==> src/rtl/fca_pkg.sv <==
// ----------------------------------------------------------------------------
// fca_pkg
// Shared types and constants of the chain allocator: payload layouts,
// operation codes and the table write controls.
// ----------------------------------------------------------------------------
package fca_pkg;

  localparam int unsigned REQ_W   = 11;
  localparam int unsigned HEAD_W  = 10;
  localparam int unsigned FIRST_W = 11;
  localparam int unsigned DONE_W  = 11;

  localparam logic OP_ALLOC = 1'b0;
  localparam logic OP_FREE  = 1'b1;

  // first_block answer when an allocate took nothing (-1)
  localparam logic [FIRST_W-1:0] NO_BLOCK = '1;
  // largest count that blocks_done can report
  localparam logic [DONE_W-1:0]  DONE_MAX = '1;

  typedef struct packed {
    logic              operation;
    logic [REQ_W-1:0]  block_request;
    logic [HEAD_W-1:0] head_block;
  } req_t;

  typedef struct packed {
    logic signed [FIRST_W-1:0] first_block;
    logic [DONE_W-1:0]         blocks_done;
  } rsp_t;

  typedef struct packed {
    logic busy_we;
    logic busy_wbit;
    logic link_we;
  } tbl_ctrl_t;

endpackage

==> src/rtl/fca_seq.sv <==
// ----------------------------------------------------------------------------
// fca_seq
// Sequencer of the allocator: clears the table after reset, scans busy bits
// for an allocate and walks next links for a free, one entry per cycle.
// ----------------------------------------------------------------------------
module fca_seq #(
  parameter int unsigned ENTRIES = 1024,
  localparam int unsigned IW = $clog2(ENTRIES),
  localparam int unsigned LW = IW + 1
) (
  input  logic                clk_i,
  input  logic                rst_ni,
  input  logic                req_valid_i,
  input  fca_pkg::req_t       req_i,
  output logic                req_ready_o,
  output logic                res_valid_o,
  output fca_pkg::rsp_t       res_o,
  input  logic                res_ready_i,
  output fca_pkg::tbl_ctrl_t  tbl_o,
  output logic [IW-1:0]       rd_addr_o,
  output logic [IW-1:0]       busy_waddr_o,
  output logic [IW-1:0]       link_waddr_o,
  output logic [LW-1:0]       link_wdata_o,
  input  logic                busy_rdata_i,
  input  logic [LW-1:0]       link_rdata_i
);
  import fca_pkg::*;

  localparam int unsigned AW = IW + 1;
  localparam int unsigned CW = $clog2(ENTRIES + 1);
  localparam int unsigned MW = (CW > DONE_W) ? CW : DONE_W;
  localparam int unsigned XW = (IW > FIRST_W) ? IW : FIRST_W;

  localparam logic [AW-1:0] ADDR_END   = AW'(ENTRIES);
  localparam logic [IW-1:0] IDX_LAST   = IW'(ENTRIES - 1);
  localparam logic [LW-1:0] LINK_LIMIT = LW'(ENTRIES);
  localparam logic [LW-1:0] LINK_END   = '1;
  localparam logic [CW-1:0] CNT_LIMIT  = CW'(ENTRIES);
  localparam logic [31:0]   ENTRIES_32 = 32'(ENTRIES);

  localparam logic [2:0] ST_INIT = 3'd0;
  localparam logic [2:0] ST_IDLE = 3'd1;
  localparam logic [2:0] ST_SCAN = 3'd2;
  localparam logic [2:0] ST_TERM = 3'd3;
  localparam logic [2:0] ST_WALK = 3'd4;
  localparam logic [2:0] ST_DONE = 3'd5;

  logic [2:0]        state_q, state_d;
  logic [AW-1:0]     addr_q, addr_d;
  logic              pend_q, pend_d;
  logic [IW-1:0]     pend_idx_q, pend_idx_d;
  logic [CW-1:0]     cnt_q, cnt_d;
  logic [REQ_W-1:0]  want_q, want_d;
  logic              any_q, any_d;
  logic [IW-1:0]     first_q, first_d;
  logic [IW-1:0]     prev_q, prev_d;
  logic              op_q, op_d;
  logic [HEAD_W-1:0] head_q, head_d;

  logic [CW-1:0] cnt_inc;
  logic          head_in_range;
  logic [IW-1:0] head_idx;
  logic [IW-1:0] nxt_idx;
  logic [MW-1:0] cnt_ext;
  logic [XW-1:0] first_ext;

  assign cnt_inc       = cnt_q + 1'b1;
  assign head_in_range = 32'(req_i.head_block) < ENTRIES_32;
  assign head_idx      = IW'(req_i.head_block);
  assign nxt_idx       = link_rdata_i[IW-1:0];
  assign cnt_ext       = MW'(cnt_q);
  assign first_ext     = XW'(first_q);

  assign req_ready_o = (state_q == ST_IDLE);
  assign res_valid_o = (state_q == ST_DONE);

  always_comb begin
    if (op_q == OP_FREE) begin
      res_o.first_block = FIRST_W'(head_q);
    end else if (any_q) begin
      res_o.first_block = first_ext[FIRST_W-1:0];
    end else begin
      res_o.first_block = NO_BLOCK;
    end
    res_o.blocks_done = (cnt_ext > MW'(DONE_MAX)) ? DONE_MAX : cnt_ext[DONE_W-1:0];
  end

  always_comb begin
    state_d      = state_q;
    addr_d       = addr_q;
    pend_d       = 1'b0;
    pend_idx_d   = addr_q[IW-1:0];
    cnt_d        = cnt_q;
    want_d       = want_q;
    any_d        = any_q;
    first_d      = first_q;
    prev_d       = prev_q;
    op_d         = op_q;
    head_d       = head_q;
    tbl_o        = '0;
    rd_addr_o    = addr_q[IW-1:0];
    busy_waddr_o = addr_q[IW-1:0];
    link_waddr_o = addr_q[IW-1:0];
    link_wdata_o = LINK_END;

    unique case (state_q)
      ST_INIT: begin
        // sweep the table to its reset contents
        tbl_o.busy_we = 1'b1;
        tbl_o.link_we = 1'b1;
        if (addr_q[IW-1:0] == IDX_LAST) begin
          addr_d  = '0;
          state_d = ST_IDLE;
        end else begin
          addr_d = addr_q + 1'b1;
        end
      end
      ST_IDLE: begin
        if (req_valid_i) begin
          op_d   = req_i.operation;
          head_d = req_i.head_block;
          want_d = req_i.block_request;
          cnt_d  = '0;
          any_d  = 1'b0;
          addr_d = '0;
          if (req_i.operation == OP_ALLOC) begin
            state_d = (req_i.block_request == '0) ? ST_DONE : ST_SCAN;
          end else if (head_in_range) begin
            rd_addr_o       = head_idx;
            busy_waddr_o    = head_idx;
            tbl_o.busy_we   = 1'b1;
            tbl_o.busy_wbit = 1'b0;
            cnt_d           = CW'(1);
            state_d         = ST_WALK;
          end else begin
            state_d = ST_DONE;
          end
        end
      end
      ST_SCAN: begin
        // issue the next busy read while the previous one is evaluated
        if (addr_q < ADDR_END) begin
          pend_d     = 1'b1;
          pend_idx_d = addr_q[IW-1:0];
          addr_d     = addr_q + 1'b1;
        end
        if (pend_q) begin
          if (!busy_rdata_i) begin
            busy_waddr_o    = pend_idx_q;
            tbl_o.busy_we   = 1'b1;
            tbl_o.busy_wbit = 1'b1;
            if (any_q) begin
              link_waddr_o  = prev_q;
              link_wdata_o  = LW'(pend_idx_q);
              tbl_o.link_we = 1'b1;
            end else begin
              first_d = pend_idx_q;
              any_d   = 1'b1;
            end
            prev_d = pend_idx_q;
            cnt_d  = cnt_inc;
          end
          if ((!busy_rdata_i && (MW'(cnt_inc) == MW'(want_q))) ||
              (pend_idx_q == IDX_LAST)) begin
            pend_d  = 1'b0;
            state_d = any_d ? ST_TERM : ST_DONE;
          end
        end
      end
      ST_TERM: begin
        // close the new chain with the end mark
        link_waddr_o  = prev_q;
        link_wdata_o  = LINK_END;
        tbl_o.link_we = 1'b1;
        state_d       = ST_DONE;
      end
      ST_WALK: begin
        if ((link_rdata_i < LINK_LIMIT) && (cnt_q < CNT_LIMIT)) begin
          rd_addr_o       = nxt_idx;
          busy_waddr_o    = nxt_idx;
          tbl_o.busy_we   = 1'b1;
          tbl_o.busy_wbit = 1'b0;
          cnt_d           = cnt_inc;
        end else begin
          state_d = ST_DONE;
        end
      end
      ST_DONE: begin
        if (res_ready_i) begin
          state_d = ST_IDLE;
        end
      end
      default: begin
        state_d = ST_IDLE;
      end
    endcase
  end

  always_ff @(posedge clk_i or negedge rst_ni) begin
    if (!rst_ni) begin
      state_q <= ST_INIT;
      addr_q  <= '0;
      pend_q  <= 1'b0;
    end else begin
      state_q <= state_d;
      addr_q  <= addr_d;
      pend_q  <= pend_d;
    end
  end

  always_ff @(posedge clk_i) begin
    pend_idx_q <= pend_idx_d;
    cnt_q      <= cnt_d;
    want_q     <= want_d;
    any_q      <= any_d;
    first_q    <= first_d;
    prev_q     <= prev_d;
    op_q       <= op_d;
    head_q     <= head_d;
  end

  a_scan_below_want: assert property (@(posedge clk_i) disable iff (!rst_ni)
    (state_q == ST_SCAN && pend_q) |-> (MW'(cnt_q) < MW'(want_q)))
    else $error("scan evaluates an entry after the request was met");

  a_walk_bound: assert property (@(posedge clk_i) disable iff (!rst_ni)
    (state_q == ST_WALK) |-> (cnt_q != '0 && cnt_q <= CNT_LIMIT))
    else $error("free walk count out of bounds");

  a_term_has_head: assert property (@(posedge clk_i) disable iff (!rst_ni)
    (state_q == ST_TERM) |-> any_q)
    else $error("chain termination without a chain head");

  a_free_out_of_table: assert property (@(posedge clk_i) disable iff (!rst_ni)
    (state_q == ST_IDLE && req_valid_i && req_i.operation == OP_FREE && !head_in_range)
    |=> (state_q == ST_DONE && cnt_q == '0))
    else $error("free of a head outside the table did not finish empty");

endmodule
==> config.mk <==
export PLATFORM = sky130hd
export DESIGN_NAME = fca_seq
export DESIGN_NICKNAME = d
export VERILOG_FILES = /design/src/rtl/fca_pkg.sv /design/src/rtl/fca_seq.sv
export SDC_FILE = /design/constraint.sdc
export NUM_CORES = 1
export LEC_CHECK = 0
export BUFFER_PORTS_ARGS = -buffer_cell sky130_fd_sc_hd__buf_2
export CORE_MARGIN = 2
export CORE_UTILIZATION = 55
export DETAILED_ROUTE_END_ITERATION = 10
export GPL_TIMING_DRIVEN = 0
export PLACE_DENSITY = 0.93
export SETUP_SLACK_MARGIN = 0.4
export SLEW_MARGIN = 0
export SYNTH_ARGS = -nofsm -noshare
export SYNTH_HDL_FRONTEND = slang
export SYNTH_SLANG_ARGS = --single-unit
==> constraint.sdc <==
create_clock -name clk_i -period 4.5 [get_ports clk_i]
set_input_delay 1.125 -clock clk_i [delete_from_list [all_inputs] [get_ports clk_i]]
set_output_delay 1.125 -clock clk_i [all_outputs]
set_load 0.05 [all_outputs]
==> key figures <==
Outcome
  • Run status: finished, final reports clean

Placement
  • Post-DP HPWL: 8.05 mm
  • Port Buffers: 105
  • Area of placed instances: 4760 µm²
  • GP Congestion: 0.926
  • Place WS: -0.129 ns

Synthesis
  • Top FF cell, synth: edfxtp_1
  • Register area share after synthesis: 53.5%
  • Post-synth ARST share: 19.0%
  • Syn nets: 433
  • Post-synth EDFFs: 54
  • Synthesis Warnings: 0
  • Cell variety after synth: 59
  • Syn Inst Count: 393
  • Share of the synthesized area in the top cell type: 39.5%
  • Cell taking the most area after synthesis: edfxtp_1
  • Average cell area after synthesis: 10.5 µm²
  • Post-synthesis sequential element count: 79
  • Top post-synthesis cells by area: edfxtp_1 39%, dfrtp_1 9.1%, dfxtp_1 4.9%
  • Mapped Area: 4110 µm²

Power and ir drop
  • Gate power share: 53.1%
  • NetSw: 1.78 mW
  • Clock network fraction of total power: 13.9%
  • Power per cell area: 704 nW/µm²
  • Sequential group share of total power: 33.0%
  • Total Power: 3.50 mW
  • Pleak: 2.08 nW
  • Max IR drop VDD: 0.474 mV
  • Sw frac: 51.0%
  • Pint: 1.72 mW

Global route
  • Pin count of the biggest net entering global routing: 25
  • Grt total ovfl: 0
  • First-pass GRT wire length: 17.9 mm
  • Total track usage: 28.1%
  • Initial antenna violation count: 0
  • Number of global-route vias before repair: 3576

Timing
  • Final setup fails: 0
  • Final Hold Viols: 0
  • Fin worst setup slack: 0.478 ns
  • WHS: 0.385 ns
  • Minimum clock period: 4.02 ns
  • Unrepaired setup endpoints after global routing: false
  • Fmax: 249 MHz
  • Worst Skew: 0.0127 ns
  • Period Utilization, post-route: 89.4%
  • Worst slew margin: 23.9%
  • Final Max Slew Viols: 0
  • Worst-Margin Slew: 1.14 ns

Die
  • Core Footprint: 7250 µm²
  • Die ar.: 8180 µm²
  • Starting Density: 56.6%
  • Row count: 31
  • I/O Pins: 106
  • Width of the chip: 90.4 µm
  • Die height: 90.4 µm

Worst hold path
  • Hold Path Class: reg2reg

Finish
  • Layout area overhead: 21.0%
  • Most common cell after layout, fill and taps aside: buf_2
  • Area of the multi-input gates: 1720 µm²
  • Final Core Density: 68.5%
  • Nets@finish: 551
  • Reg area: 2200 µm²
  • Antenna diodes: 0
  • Fill cells: 526
  • Commonest cells after routing, fill and taps aside: 108 x buf_2, 54 x edfxtp_1, 41 x nor2_1, 26 x nand2_1, 25 x inv_1
  • Layout cell share with drive strength beyond 1: 31.2%
  • Post-Layout Inst Area: 4970 µm²

Drt
  • Detailed-route DRC error count: 0
  • Antenna viol nets, final: 0
  • DR pass1 iterations: 5
  • Vias per cell: 6.08
  • Initial DRC count: 616
  • DRT Wirelength: 11.4 mm
  • DR WL/cell: 18.5 µm
  • Via count: 3737

Clock network
  • Hold_buf cts: 0
  • Clk slew on worst S/H paths: 0.08 ns
  • Clock insertion delay at the later pin of the skew report: 0.35 ns
  • Num CTS Buffers: 9
  • CTS tree: yes
  • H-Tree Depth: 3
  • CTS sink cnt: 79
  • Clock Path Buffers: 2
  • Clock Tree Root: clkbuf_8

Worst setup path
  • Maximum fanout along the worst path: 20
  • Worst EP arrival: 2.90 ns
  • Crit start category: primary input
  • Setup CP Type: in2out
  • Crit. End Element: primary output
  • Req. time, crit path: 3.38 ns

Flow run
  • Max Cap Viol: 0
[cells by family (layout without fill, tap and decap cells)]
family	count (synthesis)	count (layout)	synth area share (%)
AND/OR/NAND/NOR	138	138	17.7
adder cells (fa/ha/maj)	2	2	0.609
buffers and inverters	53	176	5.15
flip-flops	79	79	53.5
multiplexers	11	11	2.98
AO/OA/AOI/OAI	84	84	13.9
XOR/XNOR	26	26	6.24
[cell usage after synthesis, types with 10 or more instances]
cell type	n
edfxtp_1	54
nor2_1	42
nand2_1	26
inv_1	25
o21ai_0	22
a21oi_1	20
clkbuf_1	19
xnor2_1	19
dfrtp_1	15
a222oi_1	10
a22oi_1	10
dfxtp_1	10
mux2_2	10
nand3_1	10
or2_2	10
[area by class of cell]
cell class | count | share of cell area (%)
buffer | 28 | 2.42
clock buffer | 13 | 3.20
clock inverter | 3 | 0.403
inverter | 25 | 1.89
multi-input combinational | 261 | 34.5
sequential | 79 | 44.2
tap | 99 | 2.49
timing repair buffer | 107 | 10.9
[worst paths after layout]
check	start	to	slack (ns)	cells past startpoint
max	busy_rdata_i	busy_waddr_o[1]	0.48	8
min	addr_q[2]	pend_idx_q[2]	0.38	0
max reg2reg	state_q[0]	cnt_ext[1]	1.51	7
min reg2reg	addr_q[2]	pend_idx_q[2]	0.38	0
max in group asynchronous	rst_ni	addr_q[6]	3.57	1
min in group asynchronous	rst_ni	state_q[0]	0.67	1
[per-layer routing]
metal  vias up  global-route usage [%]  part of all wire, %
met2       266                    45.3                   48
li1       1664                       -                    -
met4         0                    11.5                  3.3
met1      1766                    36.2                   38
met3        41                    7.68                   11
met5         -                       0                    0
[registers in the layout (all words and copies together), names as in the netlist]
register	count
pend_idx_q	10
pend_q	1
any_q	1
op_q	1
addr_q	11
state_q	3
want_q	11
head_q	10
prev_q	10
cnt_ext	11
first_q	10
[power by group through the flow]
stage	registers (mW)	clock network [mW]	logic [mW]
after floorplan	1.10	0	1.43
after global placement	1.14	0	1.77
after detailed placement	1.16	0	1.81
after CTS	1.14	0.487	1.83
after global routing	1.17	0.520	1.97
final	1.16	0.487	1.86
[metrics by stage]
stage / setup TNS [ns] / cells
floorplan: 0 / 393
global placement: -0.108 / 597
detailed placement: -0.757 / 597
CTS: 0 / 613
global route: 0 / 615
finish: 0 / 615
[worst max-delay path: stages]
cell and delay (ns):
buf_2 0.12, and2b_2 0.24, and3_1 0.15, clkbuf_1 0.23, clkbuf_2 0.47, a22oi_1 0.17
nand2_1 0.12, buf_2 0.27
[repair_timing]
item,CTS,global route
pin swaps,0,1
endpoints found under the setup margin,20,27
buffers inserted,0,2
resized for setup,2,4
endpoints found under the hold margin,0,0
No activity file was read; power rests on OpenSTA's default activity.
